===== src/hw/rtl/rsnp_ram.sv =====
// generic single-write, single-read memory with registered read data
`default_nettype none

module rsnp_ram #(
   parameter int WIDTH = 8,
   parameter int DEPTH = 16
) (
   input  wire logic                                  clock,
   input  wire logic                                  we,
   input  wire logic [(DEPTH > 1 ? $clog2(DEPTH) : 1)-1:0] waddr,
   input  wire logic [WIDTH-1:0]                      wdata,
   input  wire logic [(DEPTH > 1 ? $clog2(DEPTH) : 1)-1:0] raddr,
   output logic [WIDTH-1:0]                           rdata
);

   logic [WIDTH-1:0] mem [DEPTH];
   logic [WIDTH-1:0] rdata_ff;

   // write port and registered read port
   always_ff @(posedge clock) begin
      if (we) begin
         mem[waddr] <= wdata;
      end
      rdata_ff <= mem[raddr];
   end

   assign rdata = rdata_ff;

endmodule

`default_nettype wire


===== config.mk =====
export PLATFORM = sky130hd
export DESIGN_NAME = rsnp_ram
export DESIGN_NICKNAME = d
export VERILOG_FILES = /design/src/hw/rtl/rsnp_ram.sv
export SDC_FILE = /design/constraint.sdc
export NUM_CORES = 1
export LEC_CHECK = 0
export BUFFER_PORTS_ARGS = -buffer_cell sky130_fd_sc_hd__buf_2
export CORE_MARGIN = 5
export CORE_UTILIZATION = 60
export CTS_CLUSTER_SIZE = 28
export DETAILED_ROUTE_END_ITERATION = 12
export PLACE_DENSITY = 0.82
export SKIP_CTS_REPAIR_TIMING = 1
export SYNTH_ARGS = -nofsm -noshare
export SYNTH_HDL_FRONTEND = slang
export SYNTH_SLANG_ARGS = --single-unit

===== constraint.sdc =====
create_clock -name clock -period 4.3 [get_ports clock]
set_input_delay 0.43 -clock clock [delete_from_list [all_inputs] [get_ports clock]]
set_output_delay 0.43 -clock clock [all_outputs]
set_load 0.05 [all_outputs]

==> metrics.yaml <==
worst_setup_path:
  critPathKind: "input pin to flip-flop"
  critPathSlowestCell: "buf_2"
  crit_buf_inv: 1
  cp-start-kind: "input pin"
  cp.arrival_ns: 2.34
  cp_top_family: "buffers and inverters"
  path_cells: "buf_2 -> mux4_1 -> a22oi_1 -> nand2_1"
  cp_max_fo: 32
  critPathCaptureType: "flip-flop"
  cp_slowest_stage_delay_ns: 0.77
  r2r_slack_ns: 2.84
  cp.required_ns: 4.70
final_layout:
  nFillCells: 459
  fin_util_pct: 72.1
  diodes: 0
  stdcell_area_sq_um: 5980
  drive_gt1_share_pct: 28.9
  syn2layout_area_growth_pct: 16.2
  regArea_sq_um: 4000
  multi_input_area_sq_um: 1070
  final_cell_mix: "edfxtp_1, buf_2, mux4_2"
  layout_commonest_cell: "edfxtp_1"
  fin_nets: 282
pwr:
  power.density_nw_per_um2: 536
  swShare_pct: 20.8
  power.share.clock_pct: 48.5
  p_seq_share_pct: 46.6
  intPower_mw: 2.54
  ir_drop_mv: 0.379
  leakage_nw: 2.01
  p_sw_mw: 0.668
  combPwrFrac_pct: 5.0
clock_tree:
  cts-htree-levels: 4
  worstSkewPairLatency_ns: 0.51
  max-clock-path-buffers: 2
  cts_root_buf: "clkbuf_8"
  cts_tree: "done"
  cts_sinks: 136
  cts_inserted_buffers: 17
  clk_pin_slew_ns: 0.06
place:
  portBuffers: 25
  place_area_sq_um: 5340
  dp_hpwl_microns: 5690
  gp_congestion: 0.778
  dpl_worst_slack_ns: 1.71
sta:
  setup_viol: 0
  grt_setup_unrepaired: "false"
  hold_viol_final: 0
  max_freq_mhz: 513
  worstMarginPinSlew_ns: 1.04
  timing.slew.headroom_pct: 30.7
  period_needed_ns: 1.95
  drv_slew: 0
  fin_ws_ns: 2.35
  setup_tns_ns: 0
  finalCritPeriodShare_pct: 45.3
  clock_skew_ns: 0.00596
global_route:
  grt_max_degree: 33
  grt_usage_pct: 21.6
  grt_overflow: 0
  grt_pass1_vias: 2527
  grt_pass1_wl_microns: 15400
  antenna_found_initial: 0
detailed_routing:
  drtIter0Drc: 309
  wl_microns: 10300
  via_per_inst: 6.63
  vias: 2533
  drc: 0
  drt_first_pass_iters: 5
  ant_nets: 0
  wire_per_inst_microns: 27.0
floorplan:
  core_sq_um: 8300
  dieArea_sq_um: 10500
  die_x_microns: 103
  io_pins: 26
  die_h_microns: 103
  rows: 33
  start_util_pct: 62.0
synthesis:
  yosysUniqueCellTypes: 19
  netlist_instances: 229
  ys_ff_latch: 136
  syn-num-nets: 247
  synth_warnings: 0
  seq_area_frac_synth_pct: 77.8
  syn_avg_cell_area_sq_um: 22.5
  netlist_area_sq_um: 5150
hold_path:
  hp-class: "input pin to flip-flop"
flow_run:
  maxCapViolations: 0
outcome:
  outcome: "complete, no violations"
## registers in the layout, summed over array words and instances, names as in the netlist
signal  cells
rdata       8
mem       128
## power by group through the flow
stage | clock [mW] | sequential, mW | combinational, mW
after detailed placement | 0 | 1.52 | 0.158
after CTS | 1.57 | 1.49 | 0.159
after global routing | 1.64 | 1.49 | 0.169
after global placement | 0 | 1.52 | 0.153
after floorplan | 0 | 1.55 | 0.0752
final | 1.55 | 1.49 | 0.159
## area by class of cell
cell class                      count  share of cell area [%]
Tap cell                          105                    2.20
Clock inverter                     15                    3.79
Sequential cell                   136                    66.9
Clock buffer                       17                    6.92
Timing Repair Buffer               26                    2.22
Multi-Input combinational cell     83                    17.9
## Yosys cell counts
cell / instances / area, sq um
edfxtp_1: 128 / 3840
mux4_2: 18 / 405
a22oi_1: 16 / 120
mux4_1: 14 / 368
nor2_1: 13 / 48.8
nand2_1: 9 / 33.8
dfxtp_1: 8 / 160
nor3_1: 4 / 20.0
buf_2: 3 / 15.0
buf_6: 3 / 33.8
clkdlybuf4s25_2: 3 / 30.0
nand2b_1: 2 / 12.5
nand3b_1: 2 / 15.0
and2_1: 1 / 6.26
and2b_1: 1 / 7.51
buf_4: 1 / 7.51
nand3_1: 1 / 5.00
nor2b_1: 1 / 6.26
or3b_2: 1 / 8.76
## per-stage QoR
stage	total power, mW	hold slack (ns)	std cells
finish	3.21	0.292	382
global route	3.30	0.278	382
CTS	3.22	0.280	382
detailed placement	1.68	0.653	350
global placement	1.67	0.648	350
floorplan	1.62	0.529	229
## cell families (layout without fill, tap and decap cells)
| family | count (synthesis) | after routing | share of synthesized area, % |
|---|---|---|---|
| DFF | 136 | 136 | 77.8 |
| and+or+nand+nor | 35 | 35 | 3.18 |
| muxes | 32 | 32 | 15.0 |
| AOI/OAI and AO/OA | 16 | 16 | 2.33 |
| buffers and inverters | 10 | 58 | 1.68 |
## worst register-to-register path, stage by stage (launching register included)
cell and delay [ns]:
edfxtp_1 0.38, mux4_1 0.51, a22oi_1 0.36, nand2_1 0.09
## layer usage
layer | global-route usage (%) | vias to the layer above | wire length [microns]
met5 | 0 | - | 0
met4 | 5.65 | 0 | 106
met3 | 7.51 | 13 | 1100
met2 | 32.5 | 183 | 5140
met1 | 31.0 | 1294 | 3970
li1 | - | 1043 | -
## final timing paths
path	start	end	cells past startpoint
worst max register to register	mem[2][3]	rdata[3]	3
worst min register to register	mem[13][5]	rdata[5]	3
worst min-delay path	wdata[1]	mem[5][1]	1
worst max-delay path	raddr[0]	rdata[3]	4
No activity file was read; power rests on OpenSTA's default activity.
