**src/hw/rtl/rsnp_pkg.sv**
```systemverilog
// shared types, constants and codes for the ray-sphere nearest pick unit
`default_nettype none

package rsnp_pkg;

   // sizing
   localparam int DEFAULT_MAX_BODIES = 1024;
   localparam int CNT_W   = 11;     // body_count register
   localparam int IDX_W   = 10;     // slot index field
   localparam int OPS_W   = 67;     // signed multiplier operand
   localparam int MAG_W   = 66;     // operand magnitude
   localparam int PROD_W  = 132;    // product magnitude
   localparam int A_W     = 64;     // dir.dir
   localparam int HB_W    = 66;     // oc.dir
   localparam int C_W     = 67;     // oc.oc - r^2
   localparam int DISC_W  = 132;    // hb^2 - a*c
   localparam int ROOT_W  = 66;     // floor sqrt of disc
   localparam int SREM_W  = 67;     // square root remainder
   localparam int NUM_W   = 68;     // -hb - root
   localparam int QUO_W   = 84;     // hit distance
   localparam int DREM_W  = 64;     // divider remainder
   localparam int STEP_W  = 7;
   localparam int SQRT_STEPS = DISC_W / 2;
   localparam int DIV_STEPS  = QUO_W;

   // item actions
   localparam logic ACT_WRITE = 1'b0;
   localparam logic ACT_QUERY = 1'b1;

   // register index
   localparam logic CSR_BODY_COUNT = 1'b0;

   // datapath operations
   localparam logic [2:0] OP_NONE  = 3'd0;
   localparam logic [2:0] OP_QUERY = 3'd1;
   localparam logic [2:0] OP_LOAD  = 3'd2;
   localparam logic [2:0] OP_MUL   = 3'd3;
   localparam logic [2:0] OP_SQRT  = 3'd4;
   localparam logic [2:0] OP_NUM   = 3'd5;
   localparam logic [2:0] OP_DIV   = 3'd6;
   localparam logic [2:0] OP_PICK  = 3'd7;

   // multiplier operand pairs
   localparam logic [3:0] SRC_DXDX = 4'd0;
   localparam logic [3:0] SRC_DYDY = 4'd1;
   localparam logic [3:0] SRC_DZDZ = 4'd2;
   localparam logic [3:0] SRC_OXDX = 4'd3;
   localparam logic [3:0] SRC_OYDY = 4'd4;
   localparam logic [3:0] SRC_OZDZ = 4'd5;
   localparam logic [3:0] SRC_OXOX = 4'd6;
   localparam logic [3:0] SRC_OYOY = 4'd7;
   localparam logic [3:0] SRC_OZOZ = 4'd8;
   localparam logic [3:0] SRC_RR   = 4'd9;
   localparam logic [3:0] SRC_HBHB = 4'd10;
   localparam logic [3:0] SRC_AC   = 4'd11;

   // product destinations
   localparam logic [1:0] DST_A    = 2'd0;
   localparam logic [1:0] DST_HB   = 2'd1;
   localparam logic [1:0] DST_C    = 2'd2;
   localparam logic [1:0] DST_DISC = 2'd3;

   typedef struct packed {
      logic               action;
      logic [9:0]         index;
      logic signed [31:0] x;
      logic signed [31:0] y;
      logic signed [31:0] z;
      logic [30:0]        radius;
      logic signed [31:0] dir_x;
      logic signed [31:0] dir_y;
      logic signed [31:0] dir_z;
   } req_type;

   typedef struct packed {
      logic       hit_found;
      logic [9:0] hit_index;
   } rsp_type;

   typedef struct packed {
      logic [30:0]        radius;
      logic signed [31:0] cz;
      logic signed [31:0] cy;
      logic signed [31:0] cx;
   } sphere_type;

   typedef struct packed {
      logic       go;
      logic [2:0] op;
      logic [3:0] src;
      logic [1:0] dst;
      logic       sub;
      logic       clr;
   } cmd_type;

   typedef struct packed {
      logic running;
      logic done;
      logic a_zero;
      logic hb_neg;
      logic c_pos;
      logic disc_neg;
      logic num_pos;
      logic t_nz;
      logic t_better;
   } stat_type;

endpackage

`default_nettype wire

```
**src/hw/rtl/rsnp_ctrl.sv**
```systemverilog
// controller: sequences query setup, per-sphere scan and result beat
`default_nettype none

module rsnp_ctrl #(
   parameter int MAX_BODIES = rsnp_pkg::DEFAULT_MAX_BODIES
) (
   input  wire logic                        clock,
   input  wire logic                        reset,
   input  wire logic                        start,
   input  wire logic                        req_action,
   input  wire logic [rsnp_pkg::CNT_W-1:0]  body_count,
   input  wire rsnp_pkg::stat_type          stat,
   output logic                             busy,
   output rsnp_pkg::cmd_type                cmd,
   output logic [(MAX_BODIES > 1 ? $clog2(MAX_BODIES) : 1)-1:0] scan_idx,
   output logic                             rsp_valid
);

   localparam int AW = MAX_BODIES > 1 ? $clog2(MAX_BODIES) : 1;
   localparam int CW = $clog2(MAX_BODIES + 1);

   localparam logic [4:0] S_IDLE = 5'd0;
   localparam logic [4:0] S_A0   = 5'd1;
   localparam logic [4:0] S_A1   = 5'd2;
   localparam logic [4:0] S_A2   = 5'd3;
   localparam logic [4:0] S_ACHK = 5'd4;
   localparam logic [4:0] S_RD   = 5'd5;
   localparam logic [4:0] S_LD   = 5'd6;
   localparam logic [4:0] S_H0   = 5'd7;
   localparam logic [4:0] S_H1   = 5'd8;
   localparam logic [4:0] S_H2   = 5'd9;
   localparam logic [4:0] S_HCHK = 5'd10;
   localparam logic [4:0] S_C0   = 5'd11;
   localparam logic [4:0] S_C1   = 5'd12;
   localparam logic [4:0] S_C2   = 5'd13;
   localparam logic [4:0] S_C3   = 5'd14;
   localparam logic [4:0] S_CCHK = 5'd15;
   localparam logic [4:0] S_D0   = 5'd16;
   localparam logic [4:0] S_D1   = 5'd17;
   localparam logic [4:0] S_DCHK = 5'd18;
   localparam logic [4:0] S_SQ   = 5'd19;
   localparam logic [4:0] S_NUM  = 5'd20;
   localparam logic [4:0] S_NCHK = 5'd21;
   localparam logic [4:0] S_DIV  = 5'd22;
   localparam logic [4:0] S_TCHK = 5'd23;
   localparam logic [4:0] S_NEXT = 5'd24;
   localparam logic [4:0] S_RSP  = 5'd25;

   logic [4:0]    state_ff, state_in;
   logic          issued_ff, issued_in;
   logic [CW-1:0] n_ff, n_in, i_ff, i_in;
   logic          wait_op;

   // scan length clamped to the table depth
   assign n_in = (32'(body_count) > 32'(MAX_BODIES)) ? CW'(MAX_BODIES) : CW'(body_count);

   // command decode and next state
   always_comb begin
      cmd       = '0;
      state_in  = state_ff;
      i_in      = i_ff;
      wait_op   = 1'b0;
      case (state_ff)
         S_IDLE: begin
            if (start && req_action == rsnp_pkg::ACT_QUERY) begin
               cmd.op   = rsnp_pkg::OP_QUERY;
               state_in = S_A0;
            end
         end
         S_A0: begin
            wait_op = 1'b1; cmd.op = rsnp_pkg::OP_MUL;
            cmd.src = rsnp_pkg::SRC_DXDX; cmd.dst = rsnp_pkg::DST_A; cmd.clr = 1'b1;
            if (stat.done) state_in = S_A1;
         end
         S_A1: begin
            wait_op = 1'b1; cmd.op = rsnp_pkg::OP_MUL;
            cmd.src = rsnp_pkg::SRC_DYDY; cmd.dst = rsnp_pkg::DST_A;
            if (stat.done) state_in = S_A2;
         end
         S_A2: begin
            wait_op = 1'b1; cmd.op = rsnp_pkg::OP_MUL;
            cmd.src = rsnp_pkg::SRC_DZDZ; cmd.dst = rsnp_pkg::DST_A;
            if (stat.done) state_in = S_ACHK;
         end
         S_ACHK: begin
            i_in = '0;
            state_in = (stat.a_zero || n_ff == '0) ? S_RSP : S_RD;
         end
         S_RD: begin
            state_in = S_LD;
         end
         S_LD: begin
            cmd.op   = rsnp_pkg::OP_LOAD;
            state_in = S_H0;
         end
         S_H0: begin
            wait_op = 1'b1; cmd.op = rsnp_pkg::OP_MUL;
            cmd.src = rsnp_pkg::SRC_OXDX; cmd.dst = rsnp_pkg::DST_HB; cmd.clr = 1'b1;
            if (stat.done) state_in = S_H1;
         end
         S_H1: begin
            wait_op = 1'b1; cmd.op = rsnp_pkg::OP_MUL;
            cmd.src = rsnp_pkg::SRC_OYDY; cmd.dst = rsnp_pkg::DST_HB;
            if (stat.done) state_in = S_H2;
         end
         S_H2: begin
            wait_op = 1'b1; cmd.op = rsnp_pkg::OP_MUL;
            cmd.src = rsnp_pkg::SRC_OZDZ; cmd.dst = rsnp_pkg::DST_HB;
            if (stat.done) state_in = S_HCHK;
         end
         S_HCHK: begin
            state_in = stat.hb_neg ? S_C0 : S_NEXT;
         end
         S_C0: begin
            wait_op = 1'b1; cmd.op = rsnp_pkg::OP_MUL;
            cmd.src = rsnp_pkg::SRC_OXOX; cmd.dst = rsnp_pkg::DST_C; cmd.clr = 1'b1;
            if (stat.done) state_in = S_C1;
         end
         S_C1: begin
            wait_op = 1'b1; cmd.op = rsnp_pkg::OP_MUL;
            cmd.src = rsnp_pkg::SRC_OYOY; cmd.dst = rsnp_pkg::DST_C;
            if (stat.done) state_in = S_C2;
         end
         S_C2: begin
            wait_op = 1'b1; cmd.op = rsnp_pkg::OP_MUL;
            cmd.src = rsnp_pkg::SRC_OZOZ; cmd.dst = rsnp_pkg::DST_C;
            if (stat.done) state_in = S_C3;
         end
         S_C3: begin
            wait_op = 1'b1; cmd.op = rsnp_pkg::OP_MUL;
            cmd.src = rsnp_pkg::SRC_RR; cmd.dst = rsnp_pkg::DST_C; cmd.sub = 1'b1;
            if (stat.done) state_in = S_CCHK;
         end
         S_CCHK: begin
            state_in = stat.c_pos ? S_D0 : S_NEXT;
         end
         S_D0: begin
            wait_op = 1'b1; cmd.op = rsnp_pkg::OP_MUL;
            cmd.src = rsnp_pkg::SRC_HBHB; cmd.dst = rsnp_pkg::DST_DISC; cmd.clr = 1'b1;
            if (stat.done) state_in = S_D1;
         end
         S_D1: begin
            wait_op = 1'b1; cmd.op = rsnp_pkg::OP_MUL;
            cmd.src = rsnp_pkg::SRC_AC; cmd.dst = rsnp_pkg::DST_DISC; cmd.sub = 1'b1;
            if (stat.done) state_in = S_DCHK;
         end
         S_DCHK: begin
            state_in = stat.disc_neg ? S_NEXT : S_SQ;
         end
         S_SQ: begin
            wait_op = 1'b1; cmd.op = rsnp_pkg::OP_SQRT;
            if (stat.done) state_in = S_NUM;
         end
         S_NUM: begin
            cmd.op   = rsnp_pkg::OP_NUM;
            state_in = S_NCHK;
         end
         S_NCHK: begin
            state_in = stat.num_pos ? S_DIV : S_NEXT;
         end
         S_DIV: begin
            wait_op = 1'b1; cmd.op = rsnp_pkg::OP_DIV;
            if (stat.done) state_in = S_TCHK;
         end
         S_TCHK: begin
            if (stat.t_nz && stat.t_better) cmd.op = rsnp_pkg::OP_PICK;
            state_in = S_NEXT;
         end
         S_NEXT: begin
            if (i_ff + CW'(1) == n_ff) begin
               state_in = S_RSP;
            end else begin
               i_in     = i_ff + CW'(1);
               state_in = S_RD;
            end
         end
         S_RSP: begin
            state_in = S_IDLE;
         end
         default: begin
            state_in = S_IDLE;
         end
      endcase
      cmd.go    = wait_op && !issued_ff;
      issued_in = stat.done ? 1'b0 : (issued_ff || cmd.go);
   end

   // state registers
   always_ff @(posedge clock) begin
      if (reset) begin
         state_ff  <= S_IDLE;
         issued_ff <= 1'b0;
      end else begin
         state_ff  <= state_in;
         issued_ff <= issued_in;
      end
   end

   // scan counters
   always_ff @(posedge clock) begin
      if (state_ff == S_IDLE) begin
         n_ff <= n_in;
      end
      i_ff <= i_in;
   end

   assign busy      = state_ff != S_IDLE;
   assign rsp_valid = state_ff == S_RSP;
   assign scan_idx  = AW'(i_ff);

   // checks
   a_scan_in_range: assert property (@(posedge clock) disable iff (reset)
      (state_ff == S_RD) |-> (i_ff < n_ff))
      else $error("scan index past body count");
   a_rsp_one_cycle: assert property (@(posedge clock) disable iff (reset)
      rsp_valid |=> !rsp_valid)
      else $error("result strobe longer than one cycle");
   a_query_busy: assert property (@(posedge clock) disable iff (reset)
      (start && !busy && req_action == rsnp_pkg::ACT_QUERY) |=> busy)
      else $error("query beat did not start a scan");

endmodule

`default_nettype wire
```
**config.mk**
```make
export PLATFORM = sky130hd
export DESIGN_NAME = rsnp_ctrl
export DESIGN_NICKNAME = d
export VERILOG_FILES = /design/src/hw/rtl/rsnp_pkg.sv /design/src/hw/rtl/rsnp_ctrl.sv
export SDC_FILE = /design/constraint.sdc
export NUM_CORES = 1
export LEC_CHECK = 0
export BUFFER_PORTS_ARGS = -buffer_cell sky130_fd_sc_hd__buf_2
export CORE_MARGIN = 2
export CORE_UTILIZATION = 57
export DETAILED_ROUTE_END_ITERATION = 12
export PLACE_DENSITY = 0.83
export SETUP_SLACK_MARGIN = 0.3
export SYNTH_ARGS = -nofsm -noshare
export SYNTH_HDL_FRONTEND = slang
export SYNTH_SLANG_ARGS = --single-unit
export TNS_END_PERCENT = 10
```
**constraint.sdc**
```tcl
create_clock -name clock -period 6 [get_ports clock]
set_input_delay 0.3 -clock clock [delete_from_list [all_inputs] [get_ports clock]]
set_output_delay 0.3 -clock clock [all_outputs]
set_load 0.005 [all_outputs]
```
==> summary.txt, run 1 <==
Placement
  – I/O Buffers: 46
  – Gpl congestion: 0.905
  – Pre-CTS setup slack: ~3.4 ns
  – Final HPWL DP: 3.37 mm

Floorplanning
  – Die height: 65.5 um
  – I/O pin count: between 40 and 50
  – Horiz. Die Dim: 65.5 um
  – Core area: 3660 sq um
  – Die ar.: 4290 sq um
  – Initial core utilization: about three fifths
  – # rows: 22

STA
  – Hold_ws: between 0.2 and 0.25 ns
  – Peak Freq: 0.369 GHz
  – Rel. slew slack: 37.0%
  – Crit path time final: 2.71 ns
  – Skew final: 0.00289 ns
  – Pins Over Slew Limit: 0
  – Final Hold Vio Count: 0
  – Final worst slack: between 3 and 4 ns
  – Setup_tns: 0 ns
  – Final setup vio count: 0
  – Slew @ Worst Pin: 0.944 ns
  – RSZ-0062 raised after global routing: no
  – Period utilization: a little under half

Power
  – P per Cell Area: 328 nW/um^2
  – Lkg Pwr: 0.000915 uW
  – Peak VDD IR: 243 uV
  – Final Power: roughly 780 uW

Routing
  – Initial DRC count: 188
  – WL/cell: approximately 14 um
  – Drc violations: 0
  – Drt total wl: 4.66 mm
  – DRT antenna net count: 0
  – TritonRoute pass-1 iters: 5
  – Vias per cell: ~5.9
  – DR vias: slightly below 2,000

Worst setup path
  – Critical Path End Type: register
  – CP arrival: between 2 and 3 ns
  – Startpoint types: register
  – Crit-path slowest cell: edfxtp_1
  – Max stage delay on crit path: approximately 0.47 ns
  – Worst EP required: 6.04 ns
  – CP Cell Sequence: ha_1 -> nand3_2 -> or3_1 -> a211oi_2 -> o311ai_1 -> o311ai_0 -> a21boi_0 -> buf_4
  – CP Class: register to register
  – Max FO, Critical Path: 11

Layout
  – Layout Utilization: 65.3%
  – Layout cells sized above 1: between 10% and 20%
  – N_diodes: 0
  – Final net count: 316
  – Area grow syn2layout: 10.8%

Logic synthesis
  – Synth top cells by count: 32 x nor2_1, 29 x nand2_1, 22 x edfxtp_1, 22 x o21ai_0, 19 x a21oi_1
  – Post-synth top flop: edfxtp_1
  – Most common cell in the netlist: nor2_1
  – Synthesized net count: 290
  – Synth Cell Area: 2160 sq um
  – Synth unique cells: 47
  – Synth area leaders: edfxtp_1 31%, dfxtp_1 5.6%, nor2_1 5.6%, o21ai_0 5.1%, nand2_1 5.0%
  – Mapped Cells: 265
  – Async S/R FF share, synth: 0%
  – EDFF count, synth: 22
  – Synth area leader: edfxtp_1
  – Post-Syn Area per Cell: a little over 8 sq um
  – Seq cells post-synth: 28
  – Yosys warns: 0
  – Yosys top cell area share: 30.6%
  – Seq/Total Area, Yosys: a little over a third

Clocking
  – Setup Buffers After CTS: 0
  – TritonCTS Sinks: 28
  – CTS resizes: 0
  – Clk_lat worst skew: 0.27 ns
  – Num CTS Buffers: 3
  – CTS Hold Bufs: 0
  – H-tree depth: 1
  – CTS Root Cell: clkbuf_8
  – CTS max path bufs: 2
  – Clock transition at path regs: roughly 0.1 ns
  – CTS tree: yes

Global routing
  – Total gr overflow: 0
  – All-Layer GR Usage: 23.6%
  – Initial antenna violation count: 0
  – Largest net degree at the start of global routing: 32
  – Global-route wire length before repair: just under 8 mm
  – Vias in the first global route: 1,696

Hold path
  – Hold Path Class: input pin to register

Status
  – Outcome: completed

Run
  – Max-cap viol count: 0
cells by family after synthesis:
group                    count (synthesis)  share of synthesized area [%]
flip-flops                              28                           36.2
buffers and inverters                   30                           6.96
adder cells (fa/ha/maj)                  1                          0.580
AND/OR/NAND/NOR                        115                           25.6
XOR/XNOR                                20                           10.0
AO/OA/AOI/OAI                           71                           20.6
worst max-delay path: cells and delay by family (launching register included):
family | cells | cell delay, ns
AO/OA/AOI/OAI | 4 | 0.90
AND/OR/NAND/NOR | 2 | 0.60
flip-flops | 1 | 0.47
adder cells (fa/ha/maj) | 1 | 0.31
buffers and inverters | 1 | 0.20
cell type report:
cell class | count | area (sq um)
fill | 329 | 1270
multi-input combinational | 207 | 1230
clock buffer | 3 | 41.3
tap | 48 | 60.1
inverter | 4 | 15.0
timing repair buffer | 47 | 238
clock inverter | 1 | 30.0
sequential | 28 | 781
per-stage QoR:
stage,instance area [sq um],cells
2_1_floorplan,2160,265
3_3_place_gp,2320,334
3_5_place_dp,2320,334
4_1_cts,2390,338
5_1_grt,2390,338
6_report,2390,338
cells in the final DEF, fill, tap and decap left out, types with 2 or more instances in the layout:
master / count
xnor2_1: 11
o22ai_1: 2
nand3_1: 9
nor3_1: 9
and3_1: 3
o21a_1: 3
nand2_1: 29
and2_1: 2
o31ai_1: 2
nand2b_1: 3
o21ai_0: 22
a32oi_1: 2
a21oi_1: 19
inv_1: 4
dfxtp_1: 6
nand4_1: 2
xor2_1: 6
nor2b_1: 14
o32ai_1: 3
buf_2: 46
nor4_1: 2
xnor3_1: 3
or3_1: 4
a31oi_1: 6
nor2_1: 32
clkbuf_8: 3
edfxtp_1: 22
power breakdown:
group | internal (uW) | switching, uW | total [uW] | leakage [uW]
clock network | 89.3 | 60.2 | 150 | 0.0000357
logic | 136 | 154 | 289 | 0.000631
registers | 271 | 73.1 | 344 | 0.000248
total | 496 | 287 | 783 | 0.000915
registers in the layout, summed over array words and instances (netlist names):
name	flops
i_ff	11
issued_ff	1
state_ff	5
n_ff	11
layer usage:
metal  wire (um)  part of all wire [%]  GRT usage [%]
met1        2200                    47           36.3
met2        2050                    44           34.6
met3         386                   8.3           4.11
met4          29                  0.62           5.21
met5           0                     0              0
worst paths after layout:
kind / startpoint / slack (ns) / cells past startpoint / end
max: i_ff[0]$_SDFFCE_PN0P_ / 3.29 / 8 / i_ff[6]$_SDFFCE_PN0P_
min: reset / 0.25 / 2 / state_ff[0]$_SDFFE_PP0P_
max reg2reg: i_ff[0]$_SDFFCE_PN0P_ / 3.29 / 8 / i_ff[6]$_SDFFCE_PN0P_
min reg2reg: issued_ff$_SDFF_PP0_ / 0.48 / 1 / issued_ff$_SDFF_PP0_
Power figures use the tool's default switching activity.
==> run 2, diff against run 1 <==
- ABC_AREA: not set -> 1
- CORE_UTILIZATION: 57 -> 55
- PLACE_DENSITY: 0.83 -> 0.8
- clock period: 6 -> 2.5 ns (I/O delays scaled with it)
==> summary.txt, run 2 <==
Status
  – Outcome: completed

Floorplanning
  – Horiz. Die Dim: 68.1 um (+3.9%)
  – Die ar.: 4640 sq um (+8.0%)
  – Die height: 68.1 um (+3.9%)
  – I/O pin count: 48 (unchanged)
  – Initial core utilization: 56.9% (-2.0 points)
  – Core area: 3970 sq um (+8.5%)
  – # rows: 23 (+4.5%)

Layout
  – Finished Layout Cells: 432 (+28%)
  – Largest registers: i_ff (11), n_ff (11), state_ff (5)
  – Layout cells sized above 1: 25.7% (+6.3 points)
  – N_diodes: 0 (unchanged)
  – Commonest non-fill, non-tap cells in the layout: 76 x nand2_1, 56 x inv_1, 51 x nor2_1
  – Commonest non-fill, non-tap cell in the layout: nand2_1
  – Final net count: 408 (+29%)
  – # fillers: 355 (+7.9%)
  – Area grow syn2layout: 15.9%

STA
  – Setup_tns: 0 ns (unchanged)
  – Crit path time final: 2.21 ns (-0.498 ns)
  – Pins Over Slew Limit: 0 (unchanged)
  – Skew final: 0.00536 ns (+0.00246 ns)
  – Period utilization: 88.5% (+43 points)
  – Slew @ Worst Pin: 0.678 ns (-0.265 ns)
  – Hold_ws: 0.0210 ns (-0.225 ns)
  – Rel. slew slack: 54.7% (+18 points)
  – Final Hold Vio Count: 0 (unchanged)
  – RSZ-0062 raised after global routing: yes
  – Final setup vio count: 0 (unchanged)
  – Peak Freq: 0.452 GHz (+23%)

Logic synthesis
  – Post-Syn Area per Cell: 6.65 sq um (-18%)
  – Mapped Cells: 340 (+28%)
  – EDFF count, synth: 22 (unchanged)
  – Synth unique cells: 34 (-28%)
  – Post-synth top flop: edfxtp_1
  – Most common cell in the netlist: nand2_1
  – Synth area leader: edfxtp_1
  – Synth area leaders: edfxtp_1 29%, nand2_1 13%, inv_1 9.5%, nor2_1 8.8%, nand3_1 5.5%
  – Yosys top cell area share: 29.2% (-1.4 points)
  – Synth top cells by count: 80 x nand2_1, 57 x inv_1, 53 x nor2_1
  – Synthesized net count: 365 (+26%)
  – Yosys warns: 0 (unchanged)
  – Seq/Total Area, Yosys: 34.6% (-1.6 points)
  – Seq cells post-synth: 28 (unchanged)
  – Synth Cell Area: 2260 sq um (+4.8%)
  – Async S/R FF share, synth: 0% (unchanged)

Global routing
  – Vias in the first global route: 2,021 (+19%)
  – Global-route wire length before repair: 8.85 mm (+12%)
  – All-Layer GR Usage: 25.1% (+1.5 points)
  – Total gr overflow: 0 (unchanged)
  – Largest net degree at the start of global routing: 17 (-47%)
  – Initial antenna violation count: 0 (unchanged)

Worst setup path
  – Worst EP required: 2.56 ns (-3.48 ns)
  – Critical Path End Type: register
  – CP Class: register to register
  – Startpoint types: register
  – Max FO, Critical Path: 5 (-6)
  – CP arrival: 2.27 ns (-0.48 ns)

Power
  – Final Power: 1950 uW (+150%)
  – Lkg Pwr: 0.00140 uW (+53%)
  – Share of power burned in registers: 39.8% (-4.2 points)
  – Combinational fraction of design power: 41.1% (+4.2 points)
  – P_int: 1170 uW (+140%)
  – Switching power of the nets: 778 uW (+170%)
  – Clock network power share: 19.1% (about the same)
  – Switching share of power: 39.9% (+3.2 points)
  – Peak VDD IR: 562 uV (+130%)
  – P per Cell Area: 746 nW/um^2 (+130%)

Clocking
  – Clk_lat worst skew: 0.28 ns (about the same)
  – Num CTS Buffers: 3 (unchanged)
  – CTS Hold Bufs: 0 (unchanged)
  – TritonCTS Sinks: 28 (unchanged)
  – CTS max path bufs: 2 (unchanged)
  – CTS tree: yes
  – Clock transition at path regs: 0.11 ns (about the same)
  – H-tree depth: 1 (unchanged)
  – CTS Root Cell: clkbuf_8

Placement
  – I/O Buffers: 46 (unchanged)
  – Post-placement cell count: 424 (+27%)
  – Gpl congestion: 0.942 (+4.1%)
  – Final HPWL DP: 4.34 mm (+29%)

Routing
  – DR vias: 2,288 (+15%)
  – Vias per cell: 5.30 (-9.8%)
  – TritonRoute pass-1 iters: 5 (unchanged)
  – Initial DRC count: 225 (+20%)
  – DRT antenna net count: 0 (unchanged)
  – Drt total wl: 5.80 mm (+24%)
  – Drc violations: 0 (unchanged)
  – WL/cell: 13.4 um (-2.6%)

Run
  – Max-cap viol count: 0 (unchanged)

Hold path
  – Hold Path Class: input pin to register
[run 2: path summary, 6_finish.rpt]
| check | from | to | slack [ns] | depth (start not counted) |
|---|---|---|---|---|
| max | i_ff[0]$_SDFFCE_PN0P_ | i_ff[9]$_SDFFCE_PN0P_ | 0.29 | 13 |
| max reg2reg | i_ff[0]$_SDFFCE_PN0P_ | i_ff[9]$_SDFFCE_PN0P_ | 0.29 | 13 |
| min | body_count[10] | n_ff[10]$_SDFFCE_PN1P_ | 0.02 | 1 |
| min reg2reg | issued_ff$_SDFF_PP0_ | issued_ff$_SDFF_PP0_ | 0.52 | 2 |
[run 2: power groups by stage]
stage	sequential (uW)	combinational, uW	clock (uW)
finish	777	804	373
global route	786	899	393
CTS	766	784	371
detailed placement	777	779	0
global placement	770	765	0
floorplan	730	565	0
[run 2: cells by family after synthesis]
group                      Yosys count  share of synthesized area, %
DFF                                 28                          34.6
and+or+nand+nor                    200                          40.1
adders and majority gates            1                         0.554
buffers and inverters               79                          15.0
AOI/OAI and AO/OA                   32                          9.75
[run 2: final cells by class]
class	count	area, sq um	share of cell area, %
Timing Repair Buffer	52	283	10.8
Clock inverter	1	30.0	1.15
Sequential cell	28	781	29.8
Clock buffer	3	41.3	1.58
Inverter	65	244	9.32
Multi-Input combinational cell	233	1180	45.0
Tap cell	50	62.6	2.39
[run 2: through the flow]
step | setup WS (ns) | utilization [%] | instance area [sq um]
after CTS | 0.304 | 64.1 | 2540
after floorplan | 0.528 | - | 2260
after detailed placement | 0.362 | 62.3 | 2470
final | 0.288 | 65.9 | 2620
after global placement | 0.381 | 62.3 | 2470
after global routing | 0.165 | 65.9 | 2620
[run 2: metal layers]
layer / track usage, % / vias to the layer above / routed length (um)
met1: 32.3 / 1033 / 2540
met4: 6.00 / 0 / 108
met3: 2.30 / 13 / 289
li1: - / 1160 / -
met5: 0 / - / 0
met2: 45.0 / 82 / 2860
[run 2: timing repair]
action                     in CTS  in global routing
setup buffers                   0                  3
gates resized for setup         0                 16
setup endpoints to repair       0                 13
[run 2: worst max-delay path, stage by stage, from the launching register on]
cell	delay, ns
edfxtp_1	0.50
ha_4	0.32
inv_2	0.04
nand2_2	0.04
nand2_1	0.05
nor2_1	0.11
nand3_1	0.10
nor2_2	0.13
nand3_1	0.12
nor2_2	0.18
nand2_1	0.09
nand2_2	0.10
nand2_4	0.07
buf_6	0.14
